### src/cct_pkg.sv
// ----------------------------------------------------------------------------
// cct_pkg
// shared types, constants and the month length decode for the calendar clock
// ----------------------------------------------------------------------------
package cct_pkg;

   localparam int COUNT_WIDTH = 32;
   localparam int TICK_OUT_WIDTH = 32;

   localparam logic [6:0] SECS_LIMIT  = 7'd60;
   localparam logic [6:0] MINS_LIMIT  = 7'd60;
   localparam logic [5:0] HOURS_LIMIT = 6'd24;
   localparam logic [4:0] MONTH_LIMIT = 5'd13;

   typedef enum logic [2:0] {
      EV_SECOND = 3'd0,
      EV_MINUTE = 3'd1,
      EV_MIN10  = 3'd2,
      EV_MIN15  = 3'd3,
      EV_MIN30  = 3'd4,
      EV_HOUR   = 3'd5,
      EV_DAY    = 3'd6,
      EV_LOADED = 3'd7
   } event_type;

   typedef struct packed {
      logic [7:0] year;
      logic [3:0] month;
      logic [4:0] day;
      logic [4:0] hours;
      logic [5:0] mins;
      logic [5:0] secs;
   } time_type;

   typedef struct packed {
      event_type               ev;
      time_type                tod;
      logic [COUNT_WIDTH-1:0]  count;
   } result_type;

   localparam logic [3:0] MONTH_FEB = 4'd2;

   // days in month; out-of-range month code 13 gives 30 days, codes 0, 14 and 15 give 31
   function automatic logic [4:0] month_days(input logic [3:0] month, input logic [7:0] year);
      logic [4:0] days;
      unique case (month) inside
         MONTH_FEB:                           days = (year[1:0] == 2'b00) ? 5'd29 : 5'd28;
         4'd4, 4'd6, 4'd9, 4'd11, 4'd13:      days = 5'd30;
         default:                             days = 5'd31;
      endcase
      return days;
   endfunction

endpackage

### src/cct_step.sv
// ----------------------------------------------------------------------------
// cct_step
// next date and time and event class for one load or one-second advance
// ----------------------------------------------------------------------------
module cct_step
   import cct_pkg::*;
(
   input  logic      func,
   input  time_type  load_tod,
   input  time_type  cur_tod,
   output time_type  next_tod,
   output event_type next_ev
);

   logic [6:0] sec_sum;
   logic       sec_carry;
   logic [6:0] min_sum;
   logic       min_carry;
   logic [5:0] hr_sum;
   logic       hr_carry;
   logic [5:0] day_sum;
   logic       day_carry;
   logic [4:0] mon_sum;
   logic       mon_carry;
   logic [4:0] dim;
   event_type  min_ev;
   time_type   tick_tod;
   event_type  tick_ev;

   always_comb begin
      dim       = month_days(cur_tod.month, cur_tod.year);
      sec_sum   = {1'b0, cur_tod.secs} + 7'd1;
      sec_carry = (sec_sum >= SECS_LIMIT);
      min_sum   = {1'b0, cur_tod.mins} + {6'd0, sec_carry};
      min_carry = (min_sum >= MINS_LIMIT);
      hr_sum    = {1'b0, cur_tod.hours} + {5'd0, min_carry};
      hr_carry  = (hr_sum >= HOURS_LIMIT);
      day_sum   = {1'b0, cur_tod.day} + {5'd0, hr_carry};
      day_carry = (day_sum > {1'b0, dim});
      mon_sum   = {1'b0, cur_tod.month} + {4'd0, day_carry};
      mon_carry = (mon_sum >= MONTH_LIMIT);

      // minute marks
      case (min_sum) inside
         7'd30:                       min_ev = EV_MIN30;
         7'd15, 7'd45:                min_ev = EV_MIN15;
         7'd10, 7'd20, 7'd40, 7'd50:  min_ev = EV_MIN10;
         default:                     min_ev = EV_MINUTE;
      endcase

      tick_tod.secs  = sec_carry ? 6'd0 : sec_sum[5:0];
      tick_tod.mins  = min_carry ? 6'd0 : min_sum[5:0];
      tick_tod.hours = hr_carry  ? 5'd0 : hr_sum[4:0];
      tick_tod.day   = day_carry ? 5'd1 : day_sum[4:0];
      tick_tod.month = mon_carry ? 4'd1 : mon_sum[3:0];
      tick_tod.year  = cur_tod.year + {7'd0, mon_carry};

      if (hr_carry || day_carry) begin
         tick_ev = EV_DAY;
      end else if (min_carry) begin
         tick_ev = EV_HOUR;
      end else if (sec_carry) begin
         tick_ev = min_ev;
      end else begin
         tick_ev = EV_SECOND;
      end

      next_tod = func ? load_tod  : tick_tod;
      next_ev  = func ? EV_LOADED : tick_ev;
   end

endmodule

### src/cct_out_reg.sv
// ----------------------------------------------------------------------------
// cct_out_reg
// result register, refilled in the cycle it is drained
// ----------------------------------------------------------------------------
module cct_out_reg
   import cct_pkg::*;
(
   input  logic       clock,
   input  logic       reset,
   input  logic       load,
   input  result_type load_data,
   output logic       busy,
   output logic       rsp_valid,
   input  logic       rsp_stall,
   output result_type rsp_data
);

   logic       valid_ff;
   logic       valid_in;
   result_type data_ff;

   assign busy      = valid_ff && rsp_stall;
   assign valid_in  = load || busy;
   assign rsp_valid = valid_ff;
   assign rsp_data  = data_ff;

   always_ff @(posedge clock) begin
      if (reset) begin
         valid_ff <= 1'b0;
      end else begin
         valid_ff <= valid_in;
      end
   end

   always_ff @(posedge clock) begin
      if (load) begin
         data_ff <= load_data;
      end
   end

endmodule

### src/calendar_clock_tick_core.sv
// ----------------------------------------------------------------------------
// calendar_clock_tick_core
// real-time clock calendar: one-second advance or date/time load per transaction
//
//   channel  | direction | handshake            | payload
//   req_     | in        | req_valid/req_stall  | func, new date and time
//   rsp_     | out       | rsp_valid/rsp_stall  | event class, date, time, tick count
//
// one transaction per cycle while the result is not stalled, result valid in the cycle after acceptance
// throughput set by the single result register, refilled as it drains
// reset: 2000-01-01 00:00:00, tick count zero, no result pending
// a stalled result holds req_stall high until it is taken
// ----------------------------------------------------------------------------
module calendar_clock_tick_core
   import cct_pkg::*;
(
   input  logic        clock,
   input  logic        reset,
   input  logic        req_valid,
   output logic        req_stall,
   input  logic        req_func,
   input  logic [7:0]  req_new_year,
   input  logic [3:0]  req_new_month,
   input  logic [4:0]  req_new_day,
   input  logic [4:0]  req_new_hours,
   input  logic [5:0]  req_new_mins,
   input  logic [5:0]  req_new_secs,
   output logic        rsp_valid,
   input  logic        rsp_stall,
   output logic [2:0]  rsp_event_res,
   output logic [7:0]  rsp_year,
   output logic [3:0]  rsp_month,
   output logic [4:0]  rsp_day,
   output logic [4:0]  rsp_hours,
   output logic [5:0]  rsp_mins,
   output logic [5:0]  rsp_secs,
   output logic [31:0] rsp_tick_count
);

   time_type               tod_ff;
   time_type               tod_in;
   logic [COUNT_WIDTH-1:0] count_ff;
   logic [COUNT_WIDTH-1:0] count_in;
   time_type               load_tod;
   event_type              next_ev;
   logic                   accept;
   logic                   busy;
   result_type             result_in;
   result_type             result;

   assign req_stall = busy;
   assign accept    = req_valid && !busy;

   assign load_tod.year  = req_new_year;
   assign load_tod.month = req_new_month;
   assign load_tod.day   = req_new_day;
   assign load_tod.hours = req_new_hours;
   assign load_tod.mins  = req_new_mins;
   assign load_tod.secs  = req_new_secs;

   cct_step u_step (
      .func     (req_func),
      .load_tod (load_tod),
      .cur_tod  (tod_ff),
      .next_tod (tod_in),
      .next_ev  (next_ev)
   );

   assign count_in = req_func ? count_ff : count_ff + COUNT_WIDTH'(1);

   assign result_in.ev    = next_ev;
   assign result_in.tod   = tod_in;
   assign result_in.count = count_in;

   always_ff @(posedge clock) begin
      if (reset) begin
         tod_ff.year  <= 8'd0;
         tod_ff.month <= 4'd1;
         tod_ff.day   <= 5'd1;
         tod_ff.hours <= 5'd0;
         tod_ff.mins  <= 6'd0;
         tod_ff.secs  <= 6'd0;
         count_ff     <= '0;
      end else if (accept) begin
         tod_ff   <= tod_in;
         count_ff <= count_in;
      end
   end

   cct_out_reg u_out_reg (
      .clock     (clock),
      .reset     (reset),
      .load      (accept),
      .load_data (result_in),
      .busy      (busy),
      .rsp_valid (rsp_valid),
      .rsp_stall (rsp_stall),
      .rsp_data  (result)
   );

   assign rsp_event_res  = result.ev;
   assign rsp_year       = result.tod.year;
   assign rsp_month      = result.tod.month;
   assign rsp_day        = result.tod.day;
   assign rsp_hours      = result.tod.hours;
   assign rsp_mins       = result.tod.mins;
   assign rsp_secs       = result.tod.secs;
   assign rsp_tick_count = TICK_OUT_WIDTH'(result.count);

endmodule
### config.mk
export PLATFORM = sky130hd
export DESIGN_NAME = calendar_clock_tick_core
export DESIGN_NICKNAME = d
export VERILOG_FILES = /design/src/cct_pkg.sv /design/src/cct_step.sv /design/src/cct_out_reg.sv /design/src/calendar_clock_tick_core.sv
export SDC_FILE = /design/constraint.sdc
export NUM_CORES = 1
export LEC_CHECK = 0
export BUFFER_PORTS_ARGS = -buffer_cell sky130_fd_sc_hd__buf_2
export CAP_MARGIN = 20
export CORE_MARGIN = 2
export CORE_UTILIZATION = 40
export CTS_BUF_LIST = sky130_fd_sc_hd__clkbuf_8
export CTS_CLUSTER_SIZE = 40
export DETAILED_ROUTE_END_ITERATION = 12
export GPL_TIMING_DRIVEN = 0
export PLACE_DENSITY_LB_ADDON = 0.25
export SLEW_MARGIN = 0
export SYNTH_ARGS = -nofsm -noshare
export SYNTH_HDL_FRONTEND = slang
export SYNTH_HIERARCHICAL = 1
export SYNTH_SLANG_ARGS = --single-unit
### constraint.sdc
create_clock -name clock -period 14.1 [get_ports clock]
set_input_delay 0 -clock clock [delete_from_list [all_inputs] [get_ports clock]]
set_output_delay 0 -clock clock [all_outputs]
set_load 0.02 [all_outputs]
# Yosys cells after proc, flatten, opt, wreduce, memory -nomap -nowiden
# Index checks and enable logic that the tools add are counted.
[classes]
n_addsub = 7
n_mul = 0
n_div = 0
magnitude_cmp = 5
n_eq_ne = 13
n_shift = 0
muxes = 15
n_bitwise = 0
n_reduce_logical = 11
[op_table]
columns = ["operator", "n"]
rows = [
  ["two-way mux 34 bit", 1],
  ["adder 32 x 1 -> 32 bit (second input constant)", 1],
  ["two-way mux 32 bit", 1],
  ["== test 7 x 6 -> 1 bit (second input constant)", 3],
  ["== test 7 x 4 -> 1 bit (second input constant)", 2],
  ["== test 7 x 5 -> 1 bit (second input constant)", 2],
  ["greater-or-equal comparator 7 x 6 -> 1 bit (second input constant)", 2],
  ["adder 5 x 1 -> 6 bit", 2],
  ["== test 4 bit (second input constant)", 3],
  ["two-way mux 6 bit", 2],
  ["two-way mux 5 bit", 2],
  ["one-hot mux 5 bit (2 select lines)", 1],
  ["two-way mux 3 bit", 3],
  ["adder 8 x 1 -> 8 bit", 1],
  ["== test 4 x 3 -> 1 bit (second input constant)", 2],
  ["adder 6 x 1 -> 7 bit", 1],
  ["adder 6 x 1 -> 7 bit (second input constant)", 1],
  ["greater-or-equal comparator 6 x 5 -> 1 bit (second input constant)", 1],
  ["> comparator 6 x 5 -> 1 bit", 1],
  ["adder 4 x 1 -> 5 bit", 1],
  ["greater-or-equal comparator 5 x 4 -> 1 bit (second input constant)", 1],
  ["OR reduction 5 bit", 1],
  ["== test 4 x 2 -> 1 bit (second input constant)", 1],
  ["two-way mux 2 bit", 2],
  ["other kinds (9)", 13],
]
[totals]
regBits = 136
latch_bits = 0
mem_bits_rw = 0
romBits = 0
inputBits = 39
out_inout_bits = 71
wordCells = 69
memories = 0

# Logic depth before layout (Yosys ltp)
# Gate-level depths: netlist (run 1).
[logic_depth]
word_depth = 12
mapped_depth = 36
mapped_depth_nobuf = 34

# Modules after synthesis
# Netlist (run 1), hierarchy kept.
[by_module_without_submodules]
columns = ["mod", "n_inst", "cells_each", "area_each_um2", "seq_area_each_um2"]
rows = [
  ["calendar_clock_tick_core", 1, 421, 3387.0, 1321.3],
  ["cct_out_reg", 1, 73, 2108.3, 2092.0],
  ["cct_step", 1, 225, 1447.6, 0.0],
]

# Worst setup path before layout (run 1)
# OpenSTA, ideal clock, no wires.
[synth_path]
path_type = "flip-flop to flip-flop"
start = "register tod_ff[0] in the netlist's numbering"
end = "register u_out_reg.data_ff (netlist bit u_out_reg/rsp_data[64]) (data pin)"
setup_ns = 0.277
arrival_time_ns = 6.222
required_ns = 13.823
setup_slack_ns = 7.601
path_stages_with_launch = 35
path_buffers = 2
synth_period_minus_slack_ns = 6.499
cell_sequence = "dfxtp_1 ha_1 nor4bb_1 o21ai_0 a21oi_2 ha_1 ha_1 buf_2 nor4bb_1 o21ai_0 a21oi_1 buf_2 ha_1 ha_1 nand3b_1 o21ai_0 a32oi_1 inv_1 ha_1 ha_1 ha_1 nor2b_1 o2111a_1 o2bb2ai_1 ha_1 ha_1 nor2_1 o31ai_1 a22oi_1 inv_1 ha_1 ha_1 nand3_1 xor2_1 o21ai_0"
[synth_lines]
columns = ["element", "line_no", "source"]
rows = [
  ["start: declaration", "calendar_clock_tick_core.sv:40", "time_type tod_ff;"],
  ["start signal: assignment", "calendar_clock_tick_core.sv:85", "tod_ff <= tod_in;"],
  ["end signal: assignment", "cct_out_reg.sv:37", "data_ff <= load_data;"],
  ["end: declaration", "cct_out_reg.sv:20", "result_type data_ff;"],
]

==> flow_summary.yaml, run 1 <==
die:
  coreArea_sq_um: 17100
  dieArea_sq_um: 18400
  initial_core_util: 0.406
  pin_count: 110
  fp.dieH_um: 136
  num_rows: 48
  fp.dieW_um: 136
timing:
  max_freq_ghz: 0.127
  worst_pin_slew_ns: 0.823
  slew_headroom: 0.446
  finalHoldViolCount: 0
  period_needed_ns: 7.90
  finalSetupViolCount: 0
  drv_slew: 0
  finClkSkew_ns: 0.0200
  tns_ns: 0
  fin_crit_sh: 0.560
  rsz0062_at_grt: "no"
global_route:
  grt_pass1_vias: 5294
  grt_max_degree: 42
  antenna_found_initial: 0
  grt_pass1_wl_mm: 27.4
  overflow: 0
  grt_usage: 0.191
setup_path:
  critical_path.max_stage_delay_ns: 0.39
  rr_startpoint: "tod_ff[0]"
  cp_top_family: "adder cells"
  endpoint_kind: "flop"
  cp_max_fo: 10
  crit_slowest_cell: "a21oi_2"
  crit_buf_inv: 4
  path_class: "reg2reg"
  crit_top_cell: "ha_1"
  critical_path.startpoint: "tod_ff[0]"
  arrival_ns: 8.28
  crit_required_ns: 14.48
  worst_setup_path_start_kind: "flop"
job:
  cap_violations: 0
hold_path:
  hold_start: "req_func"
  hold_path.class: "in2reg"
yosys:
  synth_ff_type: "edfxtp_1"
  async_reset_ff_frac: 0
  ys_seq_area_frac: 0.492
  synth_edf_count: 69
  synthesis.nets: 772
  ys_warn_count: 6
  synth.distinct_cells: 64
  synthCells: 719
  ys_seq_elements: 136
  syn_area_sq_um: 6940
  avgSynthCellArea_sq_um: 9.66
route:
  wirelength_mm: 17.1
  drc: 0
  num_vias: 5808
  ant_nets: 0
  wl_per_cell_um: 15.2
  drt_iter0_drc: 343
  first_pass_iters: 5
  viasPerCell: 5.18
cts:
  cts.sinks: 136
  cts_tree: "built"
  cts_made_buffers: 17
  clockBufferDepth: 2
  post_cts_buffers: 0
  clk_latency_ns: 0.47
  htree_levels: 4
  clock-root-buffer: "clkbuf_8"
  clk_pin_slew_ns: 0.07
power_and_ir_drop:
  total_power_mw: 0.965
  p_per_area_nw_per_um2: 111
  p_leak_nw: 3.39
  vdd_drop_max_mv: 0.0641
layout:
  ff_latch_area_sq_um: 3410
  drive_gt1_frac: 0.206
  num_antenna_cells: 0
  design_area_sq_um: 8670
  multi_input_area_sq_um: 3240
  nNetsFinal: 936
  num-fill-cells: 1613
  syn_to_final_growth_pct: 24.9
placement:
  gp_congestion: 0.825
  hpwl_mm: 11.8
  io_buffer_count: 108
  placed_area_sq_um: 7790
status:
  status: "completed"
flip-flops by register name, summed over array words and instances (netlist names):
signal               cells
count_ff                32
tod_ff                  34
u_out_reg/rsp_data      69
u_out_reg/rsp_valid      1
where the power goes:
group	switching, mW	internal, mW
logic	0.0606	0.0361
registers	0.0103	0.435
clock network	0.155	0.268
total	0.226	0.739
through the flow:
stage	utilization	std cells	hold slack, ns	setup slack (ns)
2_1_floorplan	-	719	0.0724	7.60
6_report	0.507	1121	0.0440	6.20
4_1_cts	0.507	1121	0.0140	6.29
3_3_place_gp	0.454	1052	0.179	6.50
3_5_place_dp	0.455	1053	0.188	6.36
5_1_grt	0.507	1121	0.0565	5.63
synthesized netlist by cell type, types with 3 or more instances:
cell type,n,area (sq um)
dfxtp_1,67,1340
buf_1,4,15.0
and4b_1,5,50.1
a21oi_1,54,270
nor2b_1,8,50.1
buf_4,4,30.0
and3_1,6,37.5
xnor2_1,42,368
mux2_2,8,90.1
and4_1,3,26.3
nand3_1,30,150
o31ai_1,18,135
nor4_1,11,68.8
nor3_1,9,45.0
and2_1,3,18.8
ha_1,14,175
o21ai_0,33,165
xor2_1,25,219
or3_1,10,62.6
edfxtp_1,69,2070
buf_6,5,56.3
nand4b_1,4,35.0
nand2b_1,9,56.3
nor2_1,34,128
inv_1,9,33.8
nand2_1,131,492
buf_2,10,50.1
nand3b_1,4,30.0
clkbuf_1,26,97.6
nand4_1,17,106
cell type report:
cell class	count	share of cell area
inverters	11	0.00476
multi-input cells	523	0.373
clock inverters	14	0.0319
clock buffers	18	0.0286
well taps	225	0.0325
plain buffers	49	0.0291
flip-flops and latches	136	0.394
repair buffers	145	0.106
placed cells by master, fill, tap and decap left out, types with 3 or more instances in the layout:
master / instances
and4_1: 3
buf_2: 118
nor3_1: 9
a21oi_1: 54
nor2_1: 34
nand2b_1: 9
nor2b_1: 8
o31ai_1: 18
and3_1: 6
nand3_1: 30
nand4_1: 17
or3_1: 10
dlygate4sd3_1: 36
o21ai_0: 33
buf_1: 4
nand2_1: 131
buf_6: 5
buf_4: 4
clkbuf_8: 18
and2_1: 3
nand3b_1: 4
xor2_1: 25
inv_1: 11
edfxtp_1: 69
bufinv_16: 8
xnor2_1: 42
ha_1: 14
mux2_2: 8
nor4_1: 11
nand4b_1: 4
clkbuf_1: 25
dfxtp_1: 67
and4b_1: 5
cell families (layout without fill, tap and decap cells):
logic type,count (synthesis),count (layout),synth area share
AOI/OAI and AO/OA,125,125,0.107
DFF,136,136,0.492
muxes,10,10,0.0159
adders and majority gates,14,14,0.0252
buffers and inverters,60,237,0.0418
and+or+nand+nor,306,306,0.231
xor gates and xnor gates,68,68,0.0869
path summary, 6_finish.rpt:
check | end | slack [ns] | cells after the start
max | tod_ff[32] | 6.20 | 36
min | u_out_reg/rsp_data[0] | 0.04 | 2
max reg2reg | tod_ff[32] | 6.20 | 36
min reg2reg | tod_ff[24] | 0.46 | 2
per-layer routing:
metal  share of wire  wire length (um)  vias up  global-route usage
li1                -                 -     2905                   -
met1            0.48              8140     2722               0.266
met2            0.46              7860      163               0.296
met3           0.053               907       18              0.0445
met4           0.011               194        0              0.0567
met5               0                 0        -                   0
timing repair:
item | 4_1_cts | 5_1_grt
hold buffers | 36 | 0
endpoints found under the hold margin | 63 | 0
gates resized for setup | 0 | 0
(Power assumes the default switching activity.)
==> run 2, diff against run 1 <==
Settings changed: ABC_AREA set to 1.
Clock period 14.1 ns to 6.6 ns, I/O delays scaled along.
==> run 2 against run 1 <==
- area after synthesis down 0.87%
- combinational power rose to 3.2 times the previous value
- first-iteration DRC count up 25%
- critical path type unchanged
- largest cell class unchanged
==> flow_summary.yaml, run 2 <==
route:
  num_vias: 6057
  drt-met1-wl_mm: 8.66
  ant_nets: 0
  top_layer_used: "met4"
  first_pass_iters: 5
  wl_met2_mm: 7.96
  route.met3.wl_um: 872
  drc: 0
  viasPerCell: 4.87
  wirelength_mm: 17.7
  wl_per_cell_um: 14.2
  drt_iter0_drc: 428
placement:
  hpwl_mm: 12.3
  placed_area_sq_um: 7730
  gp_congestion: 0.884
  pre_cts_slack_ns: -0.487
  io_buffer_count: 109
  placed_cells: 1169
die:
  fp.dieH_um: 135
  num_rows: 47
  fp.dieW_um: 135
  dieArea_sq_um: 18300
  initial_core_util: 0.412
  pin_count: 110
  coreArea_sq_um: 16700
timing:
  slew_headroom: 0.500
  drv_slew: 0
  tns_ns: 0
  period_needed_ns: 6.12
  setup_slack_ns: 0.484
  fin_crit_sh: 0.927
  worst_pin_slew_ns: 0.750
  finalHoldViolCount: 0
  max_freq_ghz: 0.163
  finalSetupViolCount: 0
  finClkSkew_ns: 0.0129
hold_path:
  hold_path.class: "in2reg"
yosys:
  synth.distinct_cells: 40
  synth_common_cells: "nand2_1, nor2_1, inv_1"
  avgSynthCellArea_sq_um: 8.20
  synth_ff_type: "edfxtp_1"
  ys_warn_count: 6
  syn_area_sq_um: 6880
  synthCells: 839
  synth_edf_count: 69
  async_reset_ff_frac: 0
  yosysTopAreaCell: "edfxtp_1"
  yosysTopAreaCellShare: 0.301
  synthesis.nets: 892
  synth_most_common_cell: "nand2_1"
  ys_seq_area_frac: 0.496
  ys_top_cells_by_area: "edfxtp_1, dfxtp_1, nand2_1"
  ys_seq_elements: 136
layout:
  num_antenna_cells: 0
  largest_reg_flops: 69
  drive_gt1_frac: 0.227
  syn_to_final_growth_pct: 26.0
  design_area_sq_um: 8670
  final_common_cell: "nand2_1"
  layout_common_cells: "nand2_1, buf_2, nor2_1"
  nNetsFinal: 1065
  num-fill-cells: 1618
  instances_no_fill: 1245
setup_path:
  crit_slowest_cell: "dfxtp_2"
  endpoint_kind: "flop"
  cp_max_fo: 5
  arrival_ns: 6.51
  path_class: "reg2reg"
  critical_path.max_stage_delay_ns: 0.38
  worst_setup_path_start_kind: "flop"
  crit_required_ns: 6.99
  crit_top_cell: "ha_2"
cts:
  htree_levels: 4
  clockBufferDepth: 2
  cts_tree: "built"
  cts.sinks: 136
  clock-root-buffer: "clkbuf_8"
  cts_made_buffers: 17
  clk_latency_ns: 0.45
  clk_pin_slew_ns: 0.08
power_and_ir_drop:
  vdd_drop_max_mv: 0.135
  p_clk_frac: 0.347
  intPower_mw: 1.44
  power_frac_seq: 0.500
  swShare: 0.285
  total_power_mw: 2.01
  p_switching_mw: 0.575
  p_per_area_nw_per_um2: 232
  combPwrFrac: 0.153
  p_leak_nw: 3.89
global_route:
  grt_usage: 0.196
  overflow: 0
  grt_pass1_wl_mm: 27.7
  grt_pass1_vias: 5534
  grt_max_degree: 57
  antenna_found_initial: 0
job:
  cap_violations: 0
status:
  status: "completed"
## run 2: cell types whose count changed in the layout (fill, tap and decap cells not counted), sizes merged, moves of 9 or more
cell and delta:
nand2 +67, nand2b -9, o31ai -10, o21ai +49
a21oi -21, xnor2 -41, nor2 +99, nor4 -13
or3 -11, nand3 +26, inv +85
## run 2: area by class of cell
cell class              count  area [sq um]  share of cell area
plain buffers              28           119              0.0137
clock buffers              17           234              0.0270
clock inverters            15           161              0.0186
inverters                  98           368              0.0424
multi-input cells         577          3110               0.359
flip-flops and latches    136          3420               0.394
well taps                 220           275              0.0317
repair buffers            154           988               0.114
## run 2: repair_timing
action	4_1_cts	5_1_grt
setup buffers	3	7
pin swaps	4	10
hold endpoints to repair	64	0
hold buffers	34	0
endpoints found under the setup margin	14	15
resized for setup	8	21
## run 2: worst paths after layout
check | startpoint | end | slack, ns | cells past startpoint
worst min-delay path | req_new_day[1] | u_out_reg/rsp_data[50] | 0.04 | 3
worst min register to register | count_ff[1] | count_ff[1] | 0.51 | 2
worst max-delay path | tod_ff[0] | tod_ff[32] | 0.48 | 42
worst max register to register | tod_ff[0] | tod_ff[32] | 0.48 | 42
## run 2: logic make-up after synthesis
kind of cell               Yosys count  share of synthesized area
and+or+nand+nor                    406                      0.270
AOI/OAI and AO/OA                  130                      0.103
DFF                                136                      0.496
buffers and inverters              126                     0.0704
adders and majority gates           14                     0.0255
xor gates and xnor gates            27                     0.0354
## run 2: power by group through the flow
stage / clock network [mW] / registers, mW / logic (mW)
after floorplan: 0 / 1.06 / 0.146
after global placement: 0 / 1.02 / 0.278
after detailed placement: 0 / 1.02 / 0.284
after CTS: 0.716 / 1.01 / 0.303
after global routing: 0.754 / 1.02 / 0.343
final: 0.698 / 1.01 / 0.308
## run 2: critical path: cells and delay by family (launching register included)
kind                       cells  cell delay, ns
AOI/OAI and AO/OA              5            0.65
xor gates and xnor gates       4            0.70
buffers and inverters          2            0.12
and+or+nand+nor               20            1.99
adders and majority gates     11            2.20
DFF                            1            0.38
## run 2: metrics by stage
stage / hold slack [ns] / utilization
detailed placement: 0.180 / 0.463
floorplan: 0.0624 / -
global placement: 0.183 / 0.461
CTS: 0.0269 / 0.510
finish: 0.0425 / 0.519
global route: 0.0459 / 0.519
## run 2: per-layer routing
metal | vias up | track usage
li1 | 3071 | -
met1 | 2810 | 0.275
met2 | 158 | 0.302
met3 | 18 | 0.0449
met4 | 0 | 0.0613
met5 | - | 0
